[src/sce_pkg.sv]
// sce_pkg: shared types and constants for the spinal-code encoder
// holds the controller states, the command/status structs and the hash constants
// no dependencies

package sce_pkg;

    localparam int DEF_MAX_SYMBOLS_PER_ITEM = 64;
    localparam int DEF_MAX_CHUNK_BITS       = 16;

    localparam int CHUNK_W     = 16;
    localparam int CODE_W      = 32;
    localparam int INDEX_W     = 6;
    localparam int CFG_IDX_W   = 2;
    localparam int CFG_DATA_W  = 64;
    localparam int KBITS_W     = 5;
    localparam int BBITS_W     = 6;
    localparam int NSYM_W      = 7;
    localparam int SPINE_W     = 64;
    localparam int HALF_W      = 32;

    localparam logic [63:0] SEED_RESET = 64'h5A5A_5A5A_5A5A_5A5A;
    localparam logic [63:0] MIX_C1     = 64'hFF51_AFD7_ED55_8CCD;
    localparam logic [63:0] MIX_C2     = 64'hC4CE_B9FE_1A85_EC53;
    localparam logic [63:0] SYM_GOLD   = 64'h9E37_79B9_7F4A_7C15;
    localparam logic [63:0] SYM_C      = 64'h0FC9_4E3B_F4A8_EC29;

    localparam int SPINE_SHIFT = 33;
    localparam int SYM_SHIFT_A = 17;
    localparam int SYM_SHIFT_B = 13;

    localparam logic [KBITS_W-1:0] CHUNK_BITS_RESET = 5'd4;
    localparam logic [BBITS_W-1:0] SYMBOL_BITS_RESET = 6'd8;
    localparam logic [NSYM_W-1:0]  SYMS_PER_SPINE_RESET = 7'd8;

    typedef enum logic [CFG_IDX_W-1:0] {
        REG_CHUNK_BITS        = 2'd0,
        REG_SYMBOL_BITS       = 2'd1,
        REG_HASH_SEED         = 2'd2,
        REG_SYMBOLS_PER_SPINE = 2'd3
    } cfg_reg_t;

    typedef enum logic [2:0] {
        ST_IDLE,
        ST_MUL1,
        ST_MIX1,
        ST_MUL2,
        ST_SPINE,
        ST_SYM,
        ST_MUL3,
        ST_EMIT
    } state_t;

    typedef enum logic [1:0] {
        CSEL_MIX1,
        CSEL_MIX2,
        CSEL_SYM
    } const_sel_t;

    // low 64 bits of the 64x64 product are built from three 32x32 partial products
    localparam logic [1:0] MUL_PH_LL   = 2'd0;
    localparam logic [1:0] MUL_PH_LH   = 2'd1;
    localparam logic [1:0] MUL_PH_HL   = 2'd2;

    typedef struct packed {
        logic       load;
        logic       mul_en;
        logic [1:0] mul_phase;
        const_sel_t mul_sel;
        logic       mix1;
        logic       spine_en;
        logic       sym_prep;
        logic       emit;
    } dp_cmd_t;

    typedef struct packed {
        logic out_free;
        logic sym_last;
    } dp_stat_t;

    function automatic logic [63:0] fold(input logic [63:0] v, input int sh);
        fold = v ^ (v >> sh);
    endfunction

endpackage

[src/sce_ctrl.sv]
// sce_ctrl: sequencing state machine of the spinal-code encoder
// drives datapath commands, steps the shared multiplier through its phases
// depends on sce_pkg

module sce_ctrl (
    input  logic              clk,
    input  logic              rst_n,
    input  logic              in_valid,
    output logic              in_stall,
    input  sce_pkg::dp_stat_t stat,
    output sce_pkg::dp_cmd_t  cmd
);
    import sce_pkg::*;

    state_t     state_reg, state_next;
    logic [1:0] phase_reg, phase_next;
    logic       in_accept;
    logic       mul_state;
    logic       mul_done;

    assign in_stall  = (state_reg != ST_IDLE);
    assign in_accept = in_valid && !in_stall;
    assign mul_state = (state_reg == ST_MUL1) || (state_reg == ST_MUL2)
                    || (state_reg == ST_MUL3);
    assign mul_done  = (phase_reg == MUL_PH_HL);

    always_ff @(posedge clk or negedge rst_n)
    begin
        if (!rst_n)
        begin
            state_reg <= ST_IDLE;
            phase_reg <= MUL_PH_LL;
        end
        else
        begin
            state_reg <= state_next;
            phase_reg <= phase_next;
        end
    end

    always_comb
    begin
        phase_next = MUL_PH_LL;
        if (mul_state && !mul_done)
        begin
            phase_next = phase_reg + 2'd1;
        end
    end

    always_comb
    begin
        state_next = state_reg;
        case (state_reg)
            ST_IDLE:
            begin
                if (in_accept)
                begin
                    state_next = ST_MUL1;
                end
            end
            ST_MUL1:
            begin
                if (mul_done)
                begin
                    state_next = ST_MIX1;
                end
            end
            ST_MIX1:  state_next = ST_MUL2;
            ST_MUL2:
            begin
                if (mul_done)
                begin
                    state_next = ST_SPINE;
                end
            end
            ST_SPINE: state_next = ST_SYM;
            ST_SYM:   state_next = ST_MUL3;
            ST_MUL3:
            begin
                if (mul_done)
                begin
                    state_next = ST_EMIT;
                end
            end
            ST_EMIT:
            begin
                if (stat.out_free)
                begin
                    state_next = stat.sym_last ? ST_IDLE : ST_SYM;
                end
            end
            default:  state_next = ST_IDLE;
        endcase
    end

    always_comb
    begin
        cmd           = '0;
        cmd.mul_sel   = CSEL_MIX1;
        cmd.mul_phase = phase_reg;
        case (state_reg)
            ST_IDLE:  cmd.load = in_accept;
            ST_MUL1:
            begin
                cmd.mul_en  = 1'b1;
                cmd.mul_sel = CSEL_MIX1;
            end
            ST_MIX1:  cmd.mix1 = 1'b1;
            ST_MUL2:
            begin
                cmd.mul_en  = 1'b1;
                cmd.mul_sel = CSEL_MIX2;
            end
            ST_SPINE: cmd.spine_en = 1'b1;
            ST_SYM:   cmd.sym_prep = 1'b1;
            ST_MUL3:
            begin
                cmd.mul_en  = 1'b1;
                cmd.mul_sel = CSEL_SYM;
            end
            ST_EMIT:  cmd.emit = stat.out_free;
            default:  cmd.load = 1'b0;
        endcase
    end

endmodule

[src/sce_dp.sv]
// sce_dp: datapath of the spinal-code encoder
// config registers, spine, shared 32x32 multiplier, symbol counter, output word register
// depends on sce_pkg

module sce_dp #(
    parameter int MAX_SYMBOLS_PER_ITEM = sce_pkg::DEF_MAX_SYMBOLS_PER_ITEM,
    parameter int MAX_CHUNK_BITS       = sce_pkg::DEF_MAX_CHUNK_BITS
) (
    input  logic                           clk,
    input  logic                           rst_n,
    input  logic                           cfg_we,
    input  logic [sce_pkg::CFG_IDX_W-1:0]  cfg_index,
    input  logic [sce_pkg::CFG_DATA_W-1:0] cfg_data,
    input  logic [sce_pkg::CHUNK_W-1:0]    chunk,
    input  logic                           first,
    input  sce_pkg::dp_cmd_t               cmd,
    output sce_pkg::dp_stat_t              stat,
    input  logic                           out_stall,
    output logic                           out_valid,
    output logic [sce_pkg::CODE_W-1:0]     symbol_code,
    output logic [sce_pkg::INDEX_W-1:0]    symbol_index,
    output logic                           last
);
    import sce_pkg::*;

    logic [KBITS_W-1:0]  chunk_bits_reg;
    logic [BBITS_W-1:0]  symbol_bits_reg;
    logic [SPINE_W-1:0]  hash_seed_reg;
    logic [NSYM_W-1:0]   syms_per_spine_reg;

    logic [SPINE_W-1:0]  spine_reg, spine_next;
    logic [SPINE_W-1:0]  x_reg, x_next;
    logic [SPINE_W-1:0]  acc_reg, acc_next;
    logic [SPINE_W-1:0]  gold_reg, gold_next;
    logic [INDEX_W-1:0]  j_reg, j_next;
    logic                out_valid_reg, out_valid_next;
    logic [CODE_W-1:0]   code_reg;
    logic [INDEX_W-1:0]  index_reg;
    logic                last_reg;

    logic [KBITS_W-1:0]  k_eff;
    logic [BBITS_W-1:0]  b_eff;
    logic [NSYM_W-1:0]   n_eff;
    logic [CHUNK_W-1:0]  chunk_mask;
    logic [SPINE_W-1:0]  load_base;
    logic [SPINE_W-1:0]  sym_base;
    logic [SPINE_W-1:0]  sym_r;
    logic [HALF_W-1:0]   shift_src;
    logic [4:0]          code_shamt;
    logic [SPINE_W-1:0]  mul_c;
    logic [HALF_W-1:0]   mul_a, mul_b;
    logic [SPINE_W-1:0]  prod;

    // register file; the user must write it only while idle, the block itself does not enforce this
    always_ff @(posedge clk or negedge rst_n)
    begin
        if (!rst_n)
        begin
            chunk_bits_reg     <= CHUNK_BITS_RESET;
            symbol_bits_reg    <= SYMBOL_BITS_RESET;
            hash_seed_reg      <= SEED_RESET;
            syms_per_spine_reg <= SYMS_PER_SPINE_RESET;
        end
        else if (cfg_we)
        begin
            case (cfg_index)
                REG_CHUNK_BITS:        chunk_bits_reg     <= cfg_data[KBITS_W-1:0];
                REG_SYMBOL_BITS:       symbol_bits_reg    <= cfg_data[BBITS_W-1:0];
                REG_HASH_SEED:         hash_seed_reg      <= cfg_data;
                REG_SYMBOLS_PER_SPINE: syms_per_spine_reg <= cfg_data[NSYM_W-1:0];
                default:               hash_seed_reg      <= hash_seed_reg;
            endcase
        end
    end

    // out-of-range settings saturate
    always_comb
    begin
        if (chunk_bits_reg == '0)
            k_eff = KBITS_W'(1);
        else if (32'(chunk_bits_reg) > MAX_CHUNK_BITS)
            k_eff = KBITS_W'(MAX_CHUNK_BITS);
        else
            k_eff = chunk_bits_reg;

        if (symbol_bits_reg == '0)
            b_eff = BBITS_W'(1);
        else if (symbol_bits_reg > BBITS_W'(CODE_W))
            b_eff = BBITS_W'(CODE_W);
        else
            b_eff = symbol_bits_reg;

        if (syms_per_spine_reg == '0)
            n_eff = NSYM_W'(1);
        else if (32'(syms_per_spine_reg) > MAX_SYMBOLS_PER_ITEM)
            n_eff = NSYM_W'(MAX_SYMBOLS_PER_ITEM);
        else
            n_eff = syms_per_spine_reg;
    end

    always_comb
    begin
        for (int i = 0; i < CHUNK_W; i++)
        begin
            chunk_mask[i] = (KBITS_W'(i) < k_eff);
        end
    end

    assign load_base = first ? hash_seed_reg : spine_reg;
    assign sym_base  = spine_reg ^ gold_reg;

    // shared multiplier: low 64 bits of x * c over three phases
    always_comb
    begin
        case (cmd.mul_sel)
            CSEL_MIX1: mul_c = MIX_C1;
            CSEL_MIX2: mul_c = MIX_C2;
            CSEL_SYM:  mul_c = SYM_C;
            default:   mul_c = SYM_C;
        endcase
    end

    assign mul_a = (cmd.mul_phase == MUL_PH_HL) ? x_reg[SPINE_W-1:HALF_W] : x_reg[HALF_W-1:0];
    assign mul_b = (cmd.mul_phase == MUL_PH_LH) ? mul_c[SPINE_W-1:HALF_W] : mul_c[HALF_W-1:0];
    assign prod  = SPINE_W'(mul_a) * SPINE_W'(mul_b);

    // symbol code: top b bits of the final mix
    assign sym_r      = fold(acc_reg, SYM_SHIFT_B);
    assign shift_src  = sym_r[SPINE_W-1:HALF_W];
    assign code_shamt = 5'(BBITS_W'(CODE_W) - b_eff);

    assign stat.out_free = !out_valid_reg || !out_stall;
    assign stat.sym_last = ((NSYM_W'(j_reg) + NSYM_W'(1)) == n_eff);

    always_comb
    begin
        spine_next     = spine_reg;
        x_next         = x_reg;
        acc_next       = acc_reg;
        gold_next      = gold_reg;
        j_next         = j_reg;
        out_valid_next = out_valid_reg && out_stall;

        if (cmd.load)
        begin
            x_next    = fold(load_base ^ SPINE_W'(chunk & chunk_mask), SPINE_SHIFT);
            gold_next = '0;
            j_next    = '0;
        end
        if (cmd.mul_en)
        begin
            if (cmd.mul_phase == MUL_PH_LL)
                acc_next = prod;
            else
                acc_next = {acc_reg[SPINE_W-1:HALF_W] + prod[HALF_W-1:0],
                            acc_reg[HALF_W-1:0]};
        end
        if (cmd.mix1)
        begin
            x_next = fold(acc_reg, SPINE_SHIFT);
        end
        if (cmd.spine_en)
        begin
            spine_next = fold(acc_reg, SPINE_SHIFT);
        end
        if (cmd.sym_prep)
        begin
            x_next = fold(sym_base, SYM_SHIFT_A);
        end
        if (cmd.emit)
        begin
            out_valid_next = 1'b1;
            j_next         = j_reg + INDEX_W'(1);
            gold_next      = gold_reg + SYM_GOLD;
        end
    end

    always_ff @(posedge clk or negedge rst_n)
    begin
        if (!rst_n)
        begin
            spine_reg     <= SEED_RESET;
            j_reg         <= '0;
            out_valid_reg <= 1'b0;
        end
        else
        begin
            spine_reg     <= spine_next;
            j_reg         <= j_next;
            out_valid_reg <= out_valid_next;
        end
    end

    always_ff @(posedge clk)
    begin
        x_reg    <= x_next;
        acc_reg  <= acc_next;
        gold_reg <= gold_next;
        if (cmd.emit)
        begin
            code_reg  <= shift_src >> code_shamt;
            index_reg <= j_reg;
            last_reg  <= stat.sym_last;
        end
    end

    assign out_valid    = out_valid_reg;
    assign symbol_code  = code_reg;
    assign symbol_index = index_reg;
    assign last         = last_reg;

endmodule

[src/spinal_code_encoder_top.sv]
// channel | direction | handshake           | payload
// in      | input     | in_valid / in_stall   | chunk, first
// out     | output    | out_valid / out_stall | symbol_code, symbol_index, last
// cfg     | input     | cfg_we               | cfg_index, cfg_data
//
// one chunk at a time; symbols per spine default to 8
// the single shared 32x32 multiplier builds each 64-bit product in three passes,
// two products per spine update and one per symbol
// async active-low reset loads the register defaults and the seed into the spine
// a stalled output word holds; the next symbol is computed behind it and waits in EMIT
//
// top level: joins the controller and the datapath; depends on sce_pkg, sce_ctrl, sce_dp

module spinal_code_encoder_top #(
    parameter int MAX_SYMBOLS_PER_ITEM = sce_pkg::DEF_MAX_SYMBOLS_PER_ITEM,
    parameter int MAX_CHUNK_BITS       = sce_pkg::DEF_MAX_CHUNK_BITS
) (
    input  logic                           clk,
    input  logic                           rst_n,
    input  logic                           cfg_we,
    input  logic [sce_pkg::CFG_IDX_W-1:0]  cfg_index,
    input  logic [sce_pkg::CFG_DATA_W-1:0] cfg_data,
    input  logic                           in_valid,
    output logic                           in_stall,
    input  logic [sce_pkg::CHUNK_W-1:0]    chunk,
    input  logic                           first,
    output logic                           out_valid,
    input  logic                           out_stall,
    output logic [sce_pkg::CODE_W-1:0]     symbol_code,
    output logic [sce_pkg::INDEX_W-1:0]    symbol_index,
    output logic                           last
);
    import sce_pkg::*;

    dp_cmd_t  cmd;
    dp_stat_t stat;

    sce_ctrl u_ctrl (
        .clk      (clk),
        .rst_n    (rst_n),
        .in_valid (in_valid),
        .in_stall (in_stall),
        .stat     (stat),
        .cmd      (cmd)
    );

    sce_dp #(
        .MAX_SYMBOLS_PER_ITEM (MAX_SYMBOLS_PER_ITEM),
        .MAX_CHUNK_BITS       (MAX_CHUNK_BITS)
    ) u_dp (
        .clk          (clk),
        .rst_n        (rst_n),
        .cfg_we       (cfg_we),
        .cfg_index    (cfg_index),
        .cfg_data     (cfg_data),
        .chunk        (chunk),
        .first        (first),
        .cmd          (cmd),
        .stat         (stat),
        .out_stall    (out_stall),
        .out_valid    (out_valid),
        .symbol_code  (symbol_code),
        .symbol_index (symbol_index),
        .last         (last)
    );

endmodule

[config.mk]
export PLATFORM = sky130hd
export DESIGN_NAME = spinal_code_encoder_top
export DESIGN_NICKNAME = d
export VERILOG_FILES = /design/src/sce_pkg.sv /design/src/sce_ctrl.sv /design/src/sce_dp.sv /design/src/spinal_code_encoder_top.sv
export SDC_FILE = /design/constraint.sdc
export NUM_CORES = 2
export LEC_CHECK = 0
export BUFFER_PORTS_ARGS = -buffer_cell sky130_fd_sc_hd__buf_2
export CAP_MARGIN = 20
export CORE_AREA = 2 2 333 335
export CTS_BUF_LIST = sky130_fd_sc_hd__clkbuf_4 sky130_fd_sc_hd__clkbuf_8
export CTS_CLUSTER_DIAMETER = 120
export CTS_CLUSTER_SIZE = 40
export DETAILED_ROUTE_END_ITERATION = 8
export DIE_AREA = 0 0 335 337
export HOLD_SLACK_MARGIN = 0.12
export PLACE_DENSITY = 0.77
export SYNTH_ARGS = -nofsm -noshare
export SYNTH_HDL_FRONTEND = slang
export SYNTH_SLANG_ARGS = --single-unit
[constraint.sdc]
create_clock -name clk -period 13.4 [get_ports clk]
set_input_delay 1.34 -clock clk [delete_from_list [all_inputs] [get_ports clk]]
set_output_delay 1.34 -clock clk [all_outputs]
set_load 0.02 [all_outputs]
-- After elaboration in Yosys (flattened, before gate mapping)
Index checks and enable logic that the tools add are counted.
W data, S select, Z words.
- output and inout port bits: 41
- input bits: 88
- register bits: 389
- logic and storage cells: 130
- eq/ne operators: 19
- multiply operators: 1
- mux-type cells: 34
- add/sub/neg operators: 6
- reductions and logical operators: 27
- shifts and indexed selects: 1
- order comparisons: 19
- bitwise operators: 7
- operators by type and width (kind ; number):
    $mux W64 ; 7
    $pmux W64 S2 ; 1
    $xor A64 B31 Y64 ; 2
    $xor A64 B64 Y64 ; 2
    $add A64 B64 Y64 const B ; 1
    $mul A32 B32 Y64 ; 1
    $mux W32 ; 2
    $xor A64 B47 Y64 ; 1
    $xor A64 B51 Y64 ; 1
    $lt A4 B5 Y1 const A ; 8
    $add A32 B32 Y32 ; 1
    $shr A32 B5 Y32 ; 1
    $pmux W3 S8 ; 1
    $lt A3 B5 Y1 const A ; 4
    $mux W5 ; 4
    $mux W3 ; 6
    $and A16 B16 Y16 ; 1
    $mux W7 ; 2
    $eq A3 B3 Y1 const B ; 4
    $mux W6 ; 2
    $lt A1 B5 Y1 const A ; 2
    $lt A2 B5 Y1 const A ; 2
    $ne A2 B1 Y1 const B ; 5
    $reduce_and A2 Y1 ; 5
    27 further kinds ; 48

-- Longest topological paths before layout
- depth after elaboration: 10
- depth in mapped cells: 43
- mapped depth without buffers: 41

-- Modules after synthesis
Synthesis repeated with hierarchy kept, for this count alone.
- cell total of the unflattened synthesis: 5776
- area, all modules: 54452.2 µm²
- modules (own cells, without submodules) (module ; seq. area each (µm²) ; area an instance (µm²) ; cells each ; instances):
    sce_dp ; 10849.2 ; 54123.2 ; 5736 ; 1
    sce_ctrl ; 125.1 ; 329.1 ; 40 ; 1

-- Least setup slack after synthesis
Ideal clock, no wire load.
- path type: register to register
- start: register u_ctrl.phase_reg[0]
- end: register u_dp.acc_reg[62] (data pin)
- setup slack: 3.607 ns
- clock period less this slack: 9.793 ns
- buffers on the path: 5
- stages on the path, launching flop included: 39
- arrival time: 9.527 ns
- setup time: 0.265 ns
- required time: 13.135 ns
- cell sequence: dfrtp_1 inv_1 ha_1 clkbuf_1 buf_1 clkbuf_1 mux2i_1 clkbuf_1 nor2_1 fa_1 inv_1 fa_1 inv_1 fa_1 inv_1 fa_1 fa_1 fa_1 [3 not listed] ha_1 buf_4 nand4_1 nor3_1 inv_1 o221ai_1 nor2b_1 nand2_1 o21ai_0 xor2_1 ha_1 and3_1 or3_1 o21ai_0 a31oi_1 xnor2_1 nor2_1 or3_1
- longest elaborated chain between the ends: 5
- elaborated cells between the ends (all ways): 8
- classes of those cells: add/sub: 1; mul: 1; eq/ne: 2; mux: 3; reduce/logical: 1
- RTL lines (what ; RTL line ; text):
    start, declared ; sce_ctrl.sv:16 ; logic [1:0] phase_reg, phase_next;
    start signal, assigned ; sce_ctrl.sv:37 ; phase_reg <= phase_next;
    $eq A2 B2 Y1 or $eq A2 B1 Y1 (tied branches) ; sce_dp.sv:123, sce_dp.sv:124 ;
    $mux W32, on equally long branches ; sce_dp.sv:123, sce_dp.sv:124 ;
    $mul A32 B32 Y64 * ; sce_dp.sv:125 ; assign prod = SPINE_W'(mul_a) * SPINE_W'(mul_b);
    named net u_dp.prod[28] ; sce_dp.sv:52 ; logic [SPINE_W-1:0] prod;
    $add A32 B32 Y32 * ; sce_dp.sv:155 ; acc_next = {acc_reg[SPINE_W-1:HALF_W] + prod[HALF_W-1:0],
    $mux W64 * ; sce_dp.sv:152 ; if (cmd.mul_phase == MUL_PH_LL)
    end signal, assigned ; sce_dp.sv:197 ; acc_reg <= acc_next;
    end, declared ; sce_dp.sv:33 ; logic [SPINE_W-1:0] acc_reg, acc_next;
Mark *: on every way through the listed nets, which the timed path passes. The rest lies on a longest branch.
A chain may end at the register's enable or synchronous reset.

-- Worst setup path after layout
- start: register u_ctrl.state_reg[1]
- end: register u_dp.acc_reg[62] (data pin)
- longest elaborated chain between the ends: 8
- elaborated cells between the ends (all ways): 10
- classes of those cells: add/sub: 1; mul: 1; eq/ne: 3; mux: 4; reduce/logical: 1
- RTL lines (what ; RTL line ; text):
    start, declared ; sce_ctrl.sv:15 ; state_t state_reg, state_next;
    start signal, assigned ; sce_ctrl.sv:36 ; state_reg <= state_next;
    $eq A3 B3 Y1 or $eq A3 B2 Y1 (tied branches) ; sce_ctrl.sv:101 ; case (state_reg)
    $pmux W2 S2 * ; sce_ctrl.sv:101 ;
    $eq A2 B1 Y1 or $logic_not A2 Y1 (tied branches) ; sce_dp.sv:115 ; case (cmd.mul_sel)
    $pmux W64 S2 * ; sce_dp.sv:115 ;
    $mux W32 * ; sce_dp.sv:124 ; assign mul_b = (cmd.mul_phase == MUL_PH_LH) ? mul_c[SPINE_W-1:HALF_W] : mul_c[HALF_W-1:0];
    $mul A32 B32 Y64 * ; sce_dp.sv:125 ;
    named net u_dp.prod[28] ; sce_dp.sv:52 ;
    $add A32 B32 Y32 * ; sce_dp.sv:155 ;
    $mux W64 * ; sce_dp.sv:152 ;
Marked as above.

==> out/results.ini <==
[sta]
setup_viol = 0
finalCritPeriodShare_pct = 86.2
post-route-min-period_ns = 11.55
slew_headroom_pct = 28.0
worstMarginPinSlew_ns = 1.08
slew_viol_final = 0
tns_ns = 0
hold_viol_final = 0
skew_ns = 0.0709
maxClockFrequency_mhz = 86.6
rsz0062_at_grt = no

[cts]
root_buffer = clkbuf_8
clk_latency_ns = 0.68
postCtsSetupRepairBufs = 0
clockBufferDepth = 3
cts_tree = built
cts_made_buffers = 14
cts-resized-gates = 0
clkTransAtPathRegs_ns = 0.25
h-tree-depth = 1
clock-sinks = 389
ctsHoldBuffers = 0

[global_routing]
grt_max_degree = 102
antenna_found_initial = 7
grt.total_usage_pct = 32.4
grt_pass1_wl_um = 270000
grt_pass1_vias = 42700
overflow = 0

[yosys]
synthesis.nets = 6980
ys_seq_area_share_pct = 20.2
synth_top_area_share_pct = 33.1
synthesis.area_um2 = 54200
netlist_top_cells_area = fa_1 (33%), edfxtp_1 (13%), inv_1 (7.3%)
async_flop_share_pct = 40.6
synth_cell_types = 89
synth_edf_count = 231
synth_cells = 5688
ys_ff_latch = 389
synthFlopType = edfxtp_1
yosys.area.top_type = fa_1
postSynthAreaPerCell_um2 = 9.54
yosys_warnings = 0

[finish]
layout-drive-gt1-share_pct = 9.08
nNetsFinal = 6945
final_common_cell = inv_1
layout_common_cells = inv_1 (1050), fa_1 (896), nand2_1 (631), nor2_1 (546), ha_1 (306)
syn2layout_area_growth_pct = 4.51

[setup_path]
path_class = flop to flop
critPathRequiredTime_ns = 13.88
worstPathArrival_ns = 12.03
crit_path_end_kind = flop
start_kind = flop
cpPeakStageDelay_ns = 0.84
timing.critical_path.mode_cell = fa_1
slowest_stage = nor2b_1
cp_max_fo = 34

[drt]
num_vias = 41400
dr.pass1.iters = 8
drt_first_iter_violations = 4676
drc = 0
wl_per_cell_um = 25.4
ant_nets = 0
wl_um = 180000
avgViaCountPerCell = 5.84

[die]
num_rows = 122
dieWidth_um = 335
dieArea_um2 = 113000
ios = 129
initial_utilization_pct = 49.5
die_h_um = 337
core_area_um2 = 110000

[place]
place_hpwl_um = 151000
port_buffers = 128
gp_congestion = 1.06

[min_path]
hp-class = flop to flop

[job]
cap_viol_max_count = 0

[run_status]
status = finished clean

-- logic make-up (layout without fill, tap and decap cells) --
kind of cell / Yosys count / after routing / synth area share [%]
simple gates: 1458 / 1458 / 11.2
buf+inv: 1325 / 1298 / 9.23
fa+ha+maj: 1204 / 1204 / 40.2
compound gates: 664 / 664 / 7.60
flops: 389 / 389 / 20.2
xor+xnor: 368 / 368 / 5.97
mux: 280 / 280 / 5.56
other cells: 0 / 3 / 0
-- cell usage after synthesis, types with 25 or more instances --
cell type  number
o211ai_1       55
xor2_1        134
buf_1          29
edfxtp_1      231
nand2_1       635
mux2_2        160
xnor2_1       233
nor2_1        550
o21bai_1       25
clkbuf_1      214
o21ai_0       194
inv_1        1051
dfrtp_1        91
a21o_1         57
nor3_1         47
a21oi_1       187
dfstp_2        67
fa_1          896
ha_1          308
nand4_1        30
nand3_1        68
mux2i_1       119
-- path summary, 6_finish.rpt --
| path | to | depth (start not counted) | from | slack (ns) |
|---|---|---|---|---|
| worst max-delay path | u_dp.acc_reg[62] | 36 | u_ctrl.state_reg[1] | 1.85 |
| worst min-delay path | u_ctrl.phase_reg[0] | 1 | u_ctrl.phase_reg[0] | 0.49 |
| worst max register to register | u_dp.acc_reg[62] | 36 | u_ctrl.state_reg[1] | 1.85 |
| worst min register to register | u_ctrl.phase_reg[0] | 1 | u_ctrl.phase_reg[0] | 0.49 |
| max in group asynchronous | u_ctrl.phase_reg[0] | 2 | rst_n | 11.22 |
| min in group asynchronous | u_dp.hash_seed_reg[63] | 1 | rst_n | 0.74 |
-- stage by stage --
stage / hold slack [ns] / cell area [um2] / util (%) / cells / setup WS, ns
final: 0.488 / 56700 / 51.7 / 7090 / 1.85
after global routing: 0.533 / 56700 / 51.7 / 7087 / 1.31
after CTS: 0.487 / 56700 / 51.7 / 7086 / 2.05
after detailed placement: 0.463 / 56400 / 51.4 / 7062 / 2.02
after global placement: 0.455 / 56400 / 51.4 / 7062 / 2.01
after floorplan: 0.431 / 54200 / - / 5688 / 3.61
-- final cells by class --
class | instances | area [um2]
Antenna cell | 3 | 7.51
Fill cell | 9967 | 52900
Tap cell | 1426 | 1780
Multi-Input combinational cell | 3974 | 38400
Sequential cell | 389 | 11000
Timing Repair Buffer | 205 | 1230
Clock buffer | 20 | 238
Clock inverter | 4 | 63.8
Inverter | 1069 | 4010
-- metal layers --
layer,vias to the layer above,global-route usage [%],part of all wire (%)
met5,-,0,0.028
met4,8,14.1,5.2
met3,436,6.58,10
met2,2201,49.9,44
met1,21000,44.7,40
li1,17700,-,-
-- critical path: cells and delay by family, from the launching register on --
kind,cells,cell delay (ns)
adders and majority gates,11,5.00
AOI/OAI and AO/OA,5,1.36
xor gates and xnor gates,2,0.57
and+or+nand+nor,11,2.94
buffers and inverters,7,1.03
DFF,1,0.48
Power is not shown: default switching activity piles up to over one toggle a cycle in this logic, so the estimate is an artifact.
